<file path="src/design/rlpe_pkg.sv">
`timescale 1ns / 1ps
// ----------------------------------------------------------------------------
// rlpe_pkg
// Shared types and constants for the run-level parity embedder.
// ----------------------------------------------------------------------------
package rlpe_pkg;

   localparam int RUN_BITS    = 4;
   localparam int LIMIT_BITS  = 16;
   localparam logic [LIMIT_BITS-1:0] LIMIT_RESET = 16'd10;

   // Values above this step down, all others step up
   localparam int PARITY_PIVOT = 128;

   // Per-block decision passed from the front to the back
   typedef struct packed {
      logic bank;   // pair store bank holding the block
      logic used;   // secret bit consumed
      logic chg;    // last nonzero coefficient modified
   } ctl_type;

   localparam int CTL_BITS = $bits(ctl_type);

endpackage

</file>
<file path="src/design/run_level_parity_embed.sv">
`timescale 1ns / 1ps
// ----------------------------------------------------------------------------
// run_level_parity_embed
// Hides up to one secret bit per block in the parity of the last nonzero
// coefficient of a block of run-level pairs.
// ----------------------------------------------------------------------------
//  port group | direction | moves
//  req_*      | in        | one (level, run, secret bit) pair per request
//  rsp_*      | out       | one emitted pair per request, BLOCK_SIZE per block
//  csr_*      | in        | embed_limit write, no wait
//
//  Requests are taken one per cycle while the decision queue has room.
//  The pair store has two banks, so one block loads while the previous
//  one drains; BLOCK_SIZE results leave at one per cycle, and a block is
//  read only after the one before has left the queue. Either side may
//  stall freely. Reset clears counters, flags and the queue and sets
//  embed_limit to 10; there is no clearing pass.
// ----------------------------------------------------------------------------
module run_level_parity_embed import rlpe_pkg::*; #(
   parameter int BLOCK_SIZE = 16,
   parameter int LEVEL_BITS = 16
) (
   input  logic                  clock,
   input  logic                  reset,
   input  logic                  csr_wr_en,
   input  logic [LIMIT_BITS-1:0] csr_wr_data,
   input  logic                  req_valid,
   output logic                  req_ready,
   input  logic [LEVEL_BITS-1:0] req_level,
   input  logic [RUN_BITS-1:0]   req_run,
   input  logic                  req_secret_bit,
   output logic                  rsp_valid,
   input  logic                  rsp_ready,
   output logic [LEVEL_BITS-1:0] rsp_out_level,
   output logic [RUN_BITS-1:0]   rsp_out_run,
   output logic                  rsp_last_pair,
   output logic                  rsp_bit_used,
   output logic                  rsp_changed
);

   localparam int IDX_W  = $clog2(BLOCK_SIZE);
   localparam int Q_W    = CTL_BITS + IDX_W + LEVEL_BITS;
   localparam int PAIR_W = LEVEL_BITS + RUN_BITS;

   logic              ram_wr_en;
   logic [IDX_W:0]    ram_wr_addr;
   logic [PAIR_W-1:0] ram_wr_data;
   logic              ram_rd_en;
   logic [IDX_W:0]    ram_rd_addr;
   logic [PAIR_W-1:0] ram_rd_data;
   logic              q_push;
   logic [Q_W-1:0]    q_push_data;
   logic              q_full;
   logic              q_valid;
   logic [Q_W-1:0]    q_head;
   logic              q_pop;

   rlpe_front #(
      .BLOCK_SIZE (BLOCK_SIZE),
      .LEVEL_BITS (LEVEL_BITS)
   ) u_front (
      .clock          (clock),
      .reset          (reset),
      .csr_wr_en      (csr_wr_en),
      .csr_wr_data    (csr_wr_data),
      .req_valid      (req_valid),
      .req_ready      (req_ready),
      .req_level      (req_level),
      .req_run        (req_run),
      .req_secret_bit (req_secret_bit),
      .ram_wr_en      (ram_wr_en),
      .ram_wr_addr    (ram_wr_addr),
      .ram_wr_data    (ram_wr_data),
      .q_push         (q_push),
      .q_data         (q_push_data),
      .q_full         (q_full)
   );

   // bank bit on top of the pair index, so the depth is a full power of two
   rlpe_ram #(
      .WIDTH (PAIR_W),
      .DEPTH (2 ** (IDX_W + 1))
   ) u_pair_ram (
      .clock   (clock),
      .wr_en   (ram_wr_en),
      .wr_addr (ram_wr_addr),
      .wr_data (ram_wr_data),
      .rd_en   (ram_rd_en),
      .rd_addr (ram_rd_addr),
      .rd_data (ram_rd_data)
   );

   rlpe_queue #(
      .WIDTH (Q_W)
   ) u_queue (
      .clock      (clock),
      .reset      (reset),
      .push       (q_push),
      .push_data  (q_push_data),
      .full       (q_full),
      .head_valid (q_valid),
      .head_data  (q_head),
      .pop        (q_pop)
   );

   rlpe_back #(
      .BLOCK_SIZE (BLOCK_SIZE),
      .LEVEL_BITS (LEVEL_BITS)
   ) u_back (
      .clock         (clock),
      .reset         (reset),
      .q_valid       (q_valid),
      .q_data        (q_head),
      .q_pop         (q_pop),
      .ram_rd_en     (ram_rd_en),
      .ram_rd_addr   (ram_rd_addr),
      .ram_rd_data   (ram_rd_data),
      .rsp_valid     (rsp_valid),
      .rsp_ready     (rsp_ready),
      .rsp_out_level (rsp_out_level),
      .rsp_out_run   (rsp_out_run),
      .rsp_last_pair (rsp_last_pair),
      .rsp_bit_used  (rsp_bit_used),
      .rsp_changed   (rsp_changed)
   );

endmodule

</file>
<file path="src/design/rlpe_ram.sv">
`timescale 1ns / 1ps
// ----------------------------------------------------------------------------
// rlpe_ram
// Generic simple dual-port RAM, one write and one registered read port.
// ----------------------------------------------------------------------------
module rlpe_ram #(
   parameter int WIDTH = 20,
   parameter int DEPTH = 32
) (
   input  logic                     clock,
   input  logic                     wr_en,
   input  logic [$clog2(DEPTH)-1:0] wr_addr,
   input  logic [WIDTH-1:0]         wr_data,
   input  logic                     rd_en,
   input  logic [$clog2(DEPTH)-1:0] rd_addr,
   output logic [WIDTH-1:0]         rd_data
);

   logic [WIDTH-1:0] mem_ff [DEPTH];
   logic [WIDTH-1:0] rd_data_ff;

   always_ff @(posedge clock) begin
      if (wr_en) begin
         mem_ff[wr_addr] <= wr_data;
      end
      if (rd_en) begin
         rd_data_ff <= mem_ff[rd_addr];
      end
   end

   assign rd_data = rd_data_ff;

endmodule

</file>
<file path="src/design/rlpe_queue.sv">
`timescale 1ns / 1ps
// ----------------------------------------------------------------------------
// rlpe_queue
// Two-entry queue of block decisions between the front and the back.
// ----------------------------------------------------------------------------
module rlpe_queue #(
   parameter int WIDTH = 32
) (
   input  logic             clock,
   input  logic             reset,
   input  logic             push,
   input  logic [WIDTH-1:0] push_data,
   output logic             full,
   output logic             head_valid,
   output logic [WIDTH-1:0] head_data,
   input  logic             pop
);

   logic [WIDTH-1:0] slot_ff [2];
   logic             wr_ptr_ff, wr_ptr_in;
   logic             rd_ptr_ff, rd_ptr_in;
   logic [1:0]       cnt_ff, cnt_in;

   always_comb begin
      wr_ptr_in = push ? ~wr_ptr_ff : wr_ptr_ff;
      rd_ptr_in = pop ? ~rd_ptr_ff : rd_ptr_ff;
      cnt_in    = cnt_ff;
      if (push && !pop) begin
         cnt_in = cnt_ff + 2'd1;
      end else if (pop && !push) begin
         cnt_in = cnt_ff - 2'd1;
      end
   end

   always_ff @(posedge clock) begin
      if (reset) begin
         wr_ptr_ff <= 1'b0;
         rd_ptr_ff <= 1'b0;
         cnt_ff    <= 2'd0;
      end else begin
         wr_ptr_ff <= wr_ptr_in;
         rd_ptr_ff <= rd_ptr_in;
         cnt_ff    <= cnt_in;
      end
   end

   always_ff @(posedge clock) begin
      if (push) begin
         slot_ff[wr_ptr_ff] <= push_data;
      end
   end

   assign full       = cnt_ff[1];
   assign head_valid = cnt_ff != 2'd0;
   assign head_data  = slot_ff[rd_ptr_ff];

endmodule

</file>
<file path="src/design/rlpe_front.sv">
`timescale 1ns / 1ps
// ----------------------------------------------------------------------------
// rlpe_front
// Accepts pairs, stores them and tracks the scan position of each one, so
// that the last nonzero coefficient is known when the block completes.
// ----------------------------------------------------------------------------
module rlpe_front import rlpe_pkg::*; #(
   parameter int BLOCK_SIZE = 16,
   parameter int LEVEL_BITS = 16
) (
   input  logic                               clock,
   input  logic                               reset,
   input  logic                               csr_wr_en,
   input  logic [LIMIT_BITS-1:0]              csr_wr_data,
   input  logic                               req_valid,
   output logic                               req_ready,
   input  logic [LEVEL_BITS-1:0]              req_level,
   input  logic [RUN_BITS-1:0]                req_run,
   input  logic                               req_secret_bit,
   output logic                               ram_wr_en,
   output logic [$clog2(BLOCK_SIZE):0]        ram_wr_addr,
   output logic [LEVEL_BITS+RUN_BITS-1:0]     ram_wr_data,
   output logic                               q_push,
   output logic [CTL_BITS+$clog2(BLOCK_SIZE)+LEVEL_BITS-1:0] q_data,
   input  logic                               q_full
);

   localparam int IDX_W = $clog2(BLOCK_SIZE);
   localparam int POS_W = $clog2(BLOCK_SIZE + 16);
   localparam logic [LEVEL_BITS-1:0] LEVEL_MAX = {1'b0, {(LEVEL_BITS-1){1'b1}}};

   logic [IDX_W-1:0]      pair_cnt_ff, pair_cnt_in;
   logic [POS_W-1:0]      pos_ff, pos_in;
   logic                  done_ff, done_in;
   logic                  any_ff, any_in;
   logic [IDX_W-1:0]      last_idx_ff, last_idx_in;
   logic [LEVEL_BITS-1:0] last_val_ff, last_val_in;
   logic                  bank_ff, bank_in;
   logic [LIMIT_BITS-1:0] bits_ff, bits_in;
   logic [LIMIT_BITS-1:0] limit_ff, limit_in;

   logic                  accept;
   logic                  level_nz;
   logic [POS_W-1:0]      pos_sum;
   logic [POS_W-1:0]      pos_nxt;
   logic                  in_range;
   logic                  writes;
   logic                  blk_end;
   logic                  eff_any;
   logic [IDX_W-1:0]      eff_idx;
   logic [LEVEL_BITS-1:0] eff_val;
   logic                  step_down;
   logic [LEVEL_BITS-1:0] new_val;
   ctl_type               ctl;

   assign req_ready = !q_full;
   assign accept    = req_valid && req_ready;

   // scan position of this pair; anything at or past the end is dropped
   assign level_nz = req_level != '0;
   assign pos_sum  = pos_ff + POS_W'(req_run);
   assign pos_nxt  = pos_sum + POS_W'(1);
   assign in_range = pos_sum < POS_W'(BLOCK_SIZE);
   assign writes   = !done_ff && level_nz && in_range;
   assign blk_end  = pair_cnt_ff == IDX_W'(BLOCK_SIZE - 1);

   // positions rise strictly, so the last placed pair is the last nonzero
   assign eff_any = any_ff || writes;
   assign eff_idx = writes ? pair_cnt_ff : last_idx_ff;
   assign eff_val = writes ? req_level : last_val_ff;

   assign step_down = ($signed({eff_val[LEVEL_BITS-1], eff_val}) >
                       $signed((LEVEL_BITS+1)'(PARITY_PIVOT))) ||
                      (eff_val == LEVEL_MAX);
   assign new_val   = step_down ? eff_val - LEVEL_BITS'(1) : eff_val + LEVEL_BITS'(1);

   always_comb begin
      ctl.bank = bank_ff;
      ctl.used = eff_any && (bits_ff < limit_ff);
      ctl.chg  = ctl.used && (req_secret_bit ^ eff_val[0]);
   end

   assign q_push      = accept && blk_end;
   assign q_data      = {ctl, eff_idx, new_val};
   assign ram_wr_en   = accept;
   assign ram_wr_addr = {bank_ff, pair_cnt_ff};
   assign ram_wr_data = {req_level, req_run};

   always_comb begin
      pair_cnt_in = pair_cnt_ff;
      pos_in      = pos_ff;
      done_in     = done_ff;
      any_in      = any_ff;
      last_idx_in = last_idx_ff;
      last_val_in = last_val_ff;
      bank_in     = bank_ff;
      bits_in     = bits_ff;
      limit_in    = csr_wr_en ? csr_wr_data : limit_ff;
      if (accept) begin
         if (blk_end) begin
            pair_cnt_in = '0;
            pos_in      = '0;
            done_in     = 1'b0;
            any_in      = 1'b0;
            bank_in     = ~bank_ff;
            bits_in     = bits_ff + LIMIT_BITS'(ctl.used);
         end else begin
            pair_cnt_in = pair_cnt_ff + IDX_W'(1);
            if (writes) begin
               pos_in      = pos_nxt;
               any_in      = 1'b1;
               last_idx_in = pair_cnt_ff;
               last_val_in = req_level;
            end
            done_in = done_ff || !level_nz || !in_range ||
                      (writes && (pos_nxt >= POS_W'(BLOCK_SIZE)));
         end
      end
   end

   always_ff @(posedge clock) begin
      if (reset) begin
         pair_cnt_ff <= '0;
         pos_ff      <= '0;
         done_ff     <= 1'b0;
         any_ff      <= 1'b0;
         bank_ff     <= 1'b0;
         bits_ff     <= '0;
         limit_ff    <= LIMIT_RESET;
      end else begin
         pair_cnt_ff <= pair_cnt_in;
         pos_ff      <= pos_in;
         done_ff     <= done_in;
         any_ff      <= any_in;
         bank_ff     <= bank_in;
         bits_ff     <= bits_in;
         limit_ff    <= limit_in;
      end
   end

   always_ff @(posedge clock) begin
      last_idx_ff <= last_idx_in;
      last_val_ff <= last_val_in;
   end

endmodule

</file>
<file path="src/design/rlpe_back.sv">
`timescale 1ns / 1ps
// ----------------------------------------------------------------------------
// rlpe_back
// Reads a finished block back from the pair store and emits its pairs,
// patching the changed coefficient and zero padding where needed.
// ----------------------------------------------------------------------------
module rlpe_back import rlpe_pkg::*; #(
   parameter int BLOCK_SIZE = 16,
   parameter int LEVEL_BITS = 16
) (
   input  logic                               clock,
   input  logic                               reset,
   input  logic                               q_valid,
   input  logic [CTL_BITS+$clog2(BLOCK_SIZE)+LEVEL_BITS-1:0] q_data,
   output logic                               q_pop,
   output logic                               ram_rd_en,
   output logic [$clog2(BLOCK_SIZE):0]        ram_rd_addr,
   input  logic [LEVEL_BITS+RUN_BITS-1:0]     ram_rd_data,
   output logic                               rsp_valid,
   input  logic                               rsp_ready,
   output logic [LEVEL_BITS-1:0]              rsp_out_level,
   output logic [RUN_BITS-1:0]                rsp_out_run,
   output logic                               rsp_last_pair,
   output logic                               rsp_bit_used,
   output logic                               rsp_changed
);

   localparam int IDX_W = $clog2(BLOCK_SIZE);
   localparam int Q_W   = CTL_BITS + IDX_W + LEVEL_BITS;

   ctl_type               head_ctl;
   logic [IDX_W-1:0]      head_idx;
   logic [LEVEL_BITS-1:0] head_val;

   logic [IDX_W:0]        iss_cnt_ff, iss_cnt_in;
   logic                  s1_valid_ff, s1_valid_in;
   logic [IDX_W-1:0]      s1_idx_ff, s1_idx_in;

   logic                  rsp_valid_ff, rsp_valid_in;
   logic [LEVEL_BITS-1:0] level_ff, level_in;
   logic [RUN_BITS-1:0]   run_ff, run_in;
   logic                  last_ff, last_in;
   logic                  used_ff, used_in;
   logic                  chg_ff, chg_in;

   logic                  s2_take;
   logic                  s1_move;
   logic                  issue;
   logic [LEVEL_BITS-1:0] rd_level;
   logic [RUN_BITS-1:0]   rd_run;

   assign head_ctl = ctl_type'(q_data[Q_W-1 -: CTL_BITS]);
   assign head_idx = q_data[LEVEL_BITS +: IDX_W];
   assign head_val = q_data[LEVEL_BITS-1:0];
   assign rd_level = ram_rd_data[LEVEL_BITS+RUN_BITS-1 -: LEVEL_BITS];
   assign rd_run   = ram_rd_data[RUN_BITS-1:0];

   assign s2_take = !rsp_valid_ff || rsp_ready;
   assign s1_move = s1_valid_ff && s2_take;
   assign issue   = q_valid && (iss_cnt_ff < (IDX_W+1)'(BLOCK_SIZE)) &&
                    (!s1_valid_ff || s1_move);
   // the decision leaves the queue only once its final pair has been read
   assign q_pop   = s1_move && (s1_idx_ff == IDX_W'(BLOCK_SIZE - 1));

   assign ram_rd_en   = issue;
   assign ram_rd_addr = {head_ctl.bank, iss_cnt_ff[IDX_W-1:0]};

   always_comb begin
      iss_cnt_in = iss_cnt_ff;
      if (q_pop) begin
         iss_cnt_in = '0;
      end else if (issue) begin
         iss_cnt_in = iss_cnt_ff + (IDX_W+1)'(1);
      end
      s1_valid_in = issue ? 1'b1 : (s1_move ? 1'b0 : s1_valid_ff);
      s1_idx_in   = issue ? iss_cnt_ff[IDX_W-1:0] : s1_idx_ff;
   end

   always_comb begin
      rsp_valid_in = s1_move ? 1'b1 : (rsp_ready ? 1'b0 : rsp_valid_ff);
      level_in     = level_ff;
      run_in       = run_ff;
      last_in      = last_ff;
      used_in      = used_ff;
      chg_in       = chg_ff;
      if (s1_move) begin
         level_in = rd_level;
         run_in   = rd_run;
         if (head_ctl.chg) begin
            if (s1_idx_ff == head_idx) begin
               // a coefficient that stepped to zero drops out of the list
               level_in = head_val;
               run_in   = (head_val == '0) ? '0 : rd_run;
            end else if (s1_idx_ff > head_idx) begin
               level_in = '0;
               run_in   = '0;
            end
         end
         last_in = s1_idx_ff == IDX_W'(BLOCK_SIZE - 1);
         used_in = head_ctl.used;
         chg_in  = head_ctl.chg;
      end
   end

   always_ff @(posedge clock) begin
      if (reset) begin
         iss_cnt_ff   <= '0;
         s1_valid_ff  <= 1'b0;
         rsp_valid_ff <= 1'b0;
      end else begin
         iss_cnt_ff   <= iss_cnt_in;
         s1_valid_ff  <= s1_valid_in;
         rsp_valid_ff <= rsp_valid_in;
      end
   end

   always_ff @(posedge clock) begin
      s1_idx_ff <= s1_idx_in;
      level_ff  <= level_in;
      run_ff    <= run_in;
      last_ff   <= last_in;
      used_ff   <= used_in;
      chg_ff    <= chg_in;
   end

   assign rsp_valid     = rsp_valid_ff;
   assign rsp_out_level = level_ff;
   assign rsp_out_run   = run_ff;
   assign rsp_last_pair = last_ff;
   assign rsp_bit_used  = used_ff;
   assign rsp_changed   = chg_ff;

endmodule
</file>
<file path="config.mk">
export PLATFORM = sky130hd
export DESIGN_NAME = run_level_parity_embed
export DESIGN_NICKNAME = d
export VERILOG_FILES = /design/src/design/rlpe_pkg.sv /design/src/design/run_level_parity_embed.sv /design/src/design/rlpe_ram.sv /design/src/design/rlpe_queue.sv /design/src/design/rlpe_front.sv /design/src/design/rlpe_back.sv
export SDC_FILE = /design/constraint.sdc
export NUM_CORES = 1
export LEC_CHECK = 0
export ABC_AREA = 1
export BUFFER_PORTS_ARGS = -buffer_cell sky130_fd_sc_hd__buf_2
export CORE_ASPECT_RATIO = 1.5
export CORE_MARGIN = 2
export CORE_UTILIZATION = 43
export DETAILED_ROUTE_END_ITERATION = 8
export PLACE_DENSITY = 0.69
export SETUP_SLACK_MARGIN = 0.15
export SYNTH_ARGS = -nofsm -noshare
export SYNTH_HDL_FRONTEND = slang
export SYNTH_SLANG_ARGS = --single-unit
</file>
<file path="constraint.sdc">
create_clock -name clock -period 4.8 [get_ports clock]
set_input_delay 0.24 -clock clock [delete_from_list [all_inputs] [get_ports clock]]
set_output_delay 0.24 -clock clock [all_outputs]
set_load 0.02 [all_outputs]
</file>
==> key figures <==
Timing
  – Final hold violations: 0
  – RSZ-0062 raised after global routing: no
  – Final number of max-transition violations: 0
  – Final clock skew: between 0.02 and 0.025 ns
  – Slew HR: about a quarter
  – Final Critical Period: between 4 and 5 ns
  – Tcrit/Tclk final: between 90 and 100%
  – Fmax: about 0.23 GHz
  – TNS Setup: 0 ns
  – Setup Viol. Count Final: 0
  – Measured slew at the worst slew-check pin: around 1.1 ns

Setup path
  – CP peak stage delay: ~0.4 ns
  – CP Launch Type: register
  – FF-to-FF Start: u_front.pos_ff[0]
  – Critical Path Start: u_front.pos_ff[0]
  – Worst path required time: between 5 and 6 ns
  – Worst path bufs/invs: 8
  – Crit end category: register
  – CP most frequent cell: inv_1
  – Crit path kind: reg2reg
  – Max Fanout on Critical Path: 9
  – Arr. time, crit path: ~4.7 ns
  – Worst path slowest cell: fa_1
  – CP top delay family: simple AND/OR/NAND/NOR gates

Synthesis
  – Sequential fraction of the synthesis area: 72.0%
  – Post-synthesis cell type count: between 50 and 60
  – Syn Nets: about 2700
  – Post-Syn Instances: around 2600
  – Syn Area/Cell: between 10 and 15 um^2
  – Syn. warnings: 0
  – Synthesized area: between 30000 and 40000 um^2
  – #FFs+latches synth: approximately 810

Layout
  – Commonest non-fill, non-tap cells in the layout: edfxtp_1 (753), o21ai_0 (395), nor2_1 (375), nand2_1 (192), inv_1 (134)
  – Area Growth Syn to Fin: 13.2%
  – # diodes: 0
  – Post-route non-filler standard cell count: approximately 3800
  – Final Net Count: 2810
  – Layout cell share with drive strength beyond 1: ~12%
  – Most common cell after layout, fill and taps aside: edfxtp_1

CTS
  – Total CTS buffers: 71
  – Root buffer cell: clkbuf_16
  – CTS tree: done
  – Clock Path Buffers: 3
  – Worst skew pair latency: roughly 0.63 ns
  – Clock sink count: just over 800
  – Htree depth: 3
  – Reg clk slew, reported paths: 0.07 ns

Place
  – DP Cell Count: 3626
  – HPWL Detailed: around 53000 um
  – I/O Buffers: 66
  – GPL Wtd Cong: a little under 0.9

Detailed routing
  – Routed len/inst: between 20 and 25 um
  – DR vias: about 22000
  – DRT Pass-1 Iters: 5
  – Vias per cell: 5.80
  – Routed WL: about 86000 um
  – # DRC: 0
  – ANT nets after route: 0
  – DR iter-0 viols: between 2000 and 2500

Floorplan
  – Die ar.: about 79000 um^2
  – I/O pins: 67
  – Initial core utilization: a little over two fifths
  – Die Ht: between 300 and 400 um
  – Core area: approximately 76000 um^2
  – Die width: about 230 um
  – # rows: around 120

Pwr
  – Cell leakage power: around 13 nW
  – Peak supply drop: 0.237 mV
  – PwrDens: 413 nW/um^2

GRT
  – First-pass GRT wire length: roughly 130000 um
  – Grt total ovfl: 0
  – Vias in the first global route: between 20000 and 25000
  – Initial antenna violation count: 5
  – Gr usage total: roughly 22%
  – Largest net degree at the start of global routing: 149

Flow run
  – Max Cap Viol: 0

Hold path
  – Worst hold start: rsp_ready
  – Hold crit path type: in2reg

Status
  – Status: completed
==> registers in the layout, summed over array words and instances (netlist names), 2 cells and up, named ones only <==
| name | count |
|---|---|
| u_queue.slot_ff | 46 |
| u_pair_ram.mem_ff | 640 |
| u_front.bits_ff | 16 |
| u_back.rsp_out_level | 16 |
| u_pair_ram.rd_data | 20 |
| u_back.rsp_out_run | 4 |
| u_queue.cnt_ff | 2 |
| u_front.last_val_ff | 16 |
| u_front.pair_cnt_ff | 4 |
| u_back.iss_cnt_ff | 5 |
| u_front.limit_ff | 16 |
| u_front.pos_ff | 5 |
| u_back.s1_idx_ff | 4 |
| u_front.last_idx_ff | 4 |
==> cells by family (layout without fill, tap and decap cells) <==
family,count (synthesis),after routing,share of synthesized area (%)
adders and majority gates,49,49,1.91
and+or+nand+nor,746,746,9.45
muxes,19,19,0.577
xor gates and xnor gates,19,19,0.505
AOI/OAI and AO/OA,699,699,12.0
buffers and inverters,292,430,3.53
DFF,809,809,72.0
==> what timing repair did <==
action / CTS / global route
endpoints found under the hold margin: 16 / 0
buffers inserted: 0 / 8
endpoints found under the setup margin: 0 / 12
gates resized for setup: 0 / 4
hold buffers: 20 / 0
==> worst paths after layout <==
path / to / slack [ns] / depth (start not counted)
max: u_queue.slot_ff[0][12] / 0.47 / 25
min: u_back.rsp_valid / 0.03 / 4
max reg2reg: u_queue.slot_ff[0][12] / 0.47 / 25
min reg2reg: u_front.any_ff / 0.47 / 2
==> cell usage after synthesis (all sizes together) <==
cell type / instances / share of area, %
and3: 1 / 0.019
nor3b: 2 / 0.046
a32oi: 2 / 0.053
a211oi: 2 / 0.046
ha: 47 / 1.8
nor4: 4 / 0.076
xor2: 14 / 0.37
nor3: 14 / 0.24
o211ai: 17 / 0.39
nor2: 417 / 4.9
o31ai: 3 / 0.068
a21oi: 86 / 1.3
nand2: 198 / 2.3
a32o: 1 / 0.030
fa: 2 / 0.12
a21o: 1 / 0.023
o22ai: 100 / 1.9
edfxtp: 753 / 69
or2: 5 / 0.095
nand4: 25 / 0.47
a31oi: 12 / 0.23
o21a: 4 / 0.091
a21boi: 1 / 0.023
nand3b: 3 / 0.080
buf: 39 / 0.64
o21ai: 410 / 6.3
clkbuf: 110 / 1.3
mux2i: 19 / 0.58
inv: 140 / 1.6
o21bai: 1 / 0.023
clkinv: 3 / 0.034
o221ai: 59 / 1.6
xnor2: 5 / 0.13
dfxtp: 56 / 3.4
nand3: 77 / 1.2
==> cell type report <==
class,instances,area (um^2)
multi-input cells,1532,8250
flip-flops and latches,809,23700
well taps,1008,1260
clock inverters,37,477
inverters,143,549
clock buffers,88,1900
repair buffers,162,1140
fillers,6485,38700
==> stage by stage <==
step / utilization [%] / cell area (um^2) / hold WS [ns] / worst slack [ns] / total power (W)
after global routing: 49.1 / 37300 / 0.0483 / 0.154 / 0.0159
final: 49.1 / 37300 / 0.0338 / 0.474 / 0.0154
after CTS: 49.0 / 37200 / 0.0216 / 0.194 / 0.0154
after global placement: 45.6 / 34700 / 0.444 / 0.260 / 0.00953
after detailed placement: 45.6 / 34700 / 0.454 / 0.187 / 0.00959
after floorplan: - / 33000 / 0.339 / 0.522 / 0.00911
==> power by group <==
group	leakage, nW	internal (W)	switching, W	total [W]
clock network	1.15	0.00337	0.00252	0.00590
registers	7.26	0.00795	0.0000299	0.00798
logic	4.21	0.000516	0.00102	0.00154
total	12.6	0.0118	0.00358	0.0154
==> routing by layer <==
layer,share of wire [%],vias to the layer above,global-route usage (%)
met5,0.056,-,0
met4,4.8,8,11.1
met3,7.5,221,3.28
met2,51,1017,38.2
met1,36,10900,25.9
li1,-,9816,-
==> tightest hold or removal path, delay by kind of cell <==
family	cells	cell delay, ns
AO/OA/AOI/OAI	1	0.11
buffers and inverters	2	0.10
AND/OR/NAND/NOR	1	0.13
No activity file was read; power rests on OpenSTA's default activity.
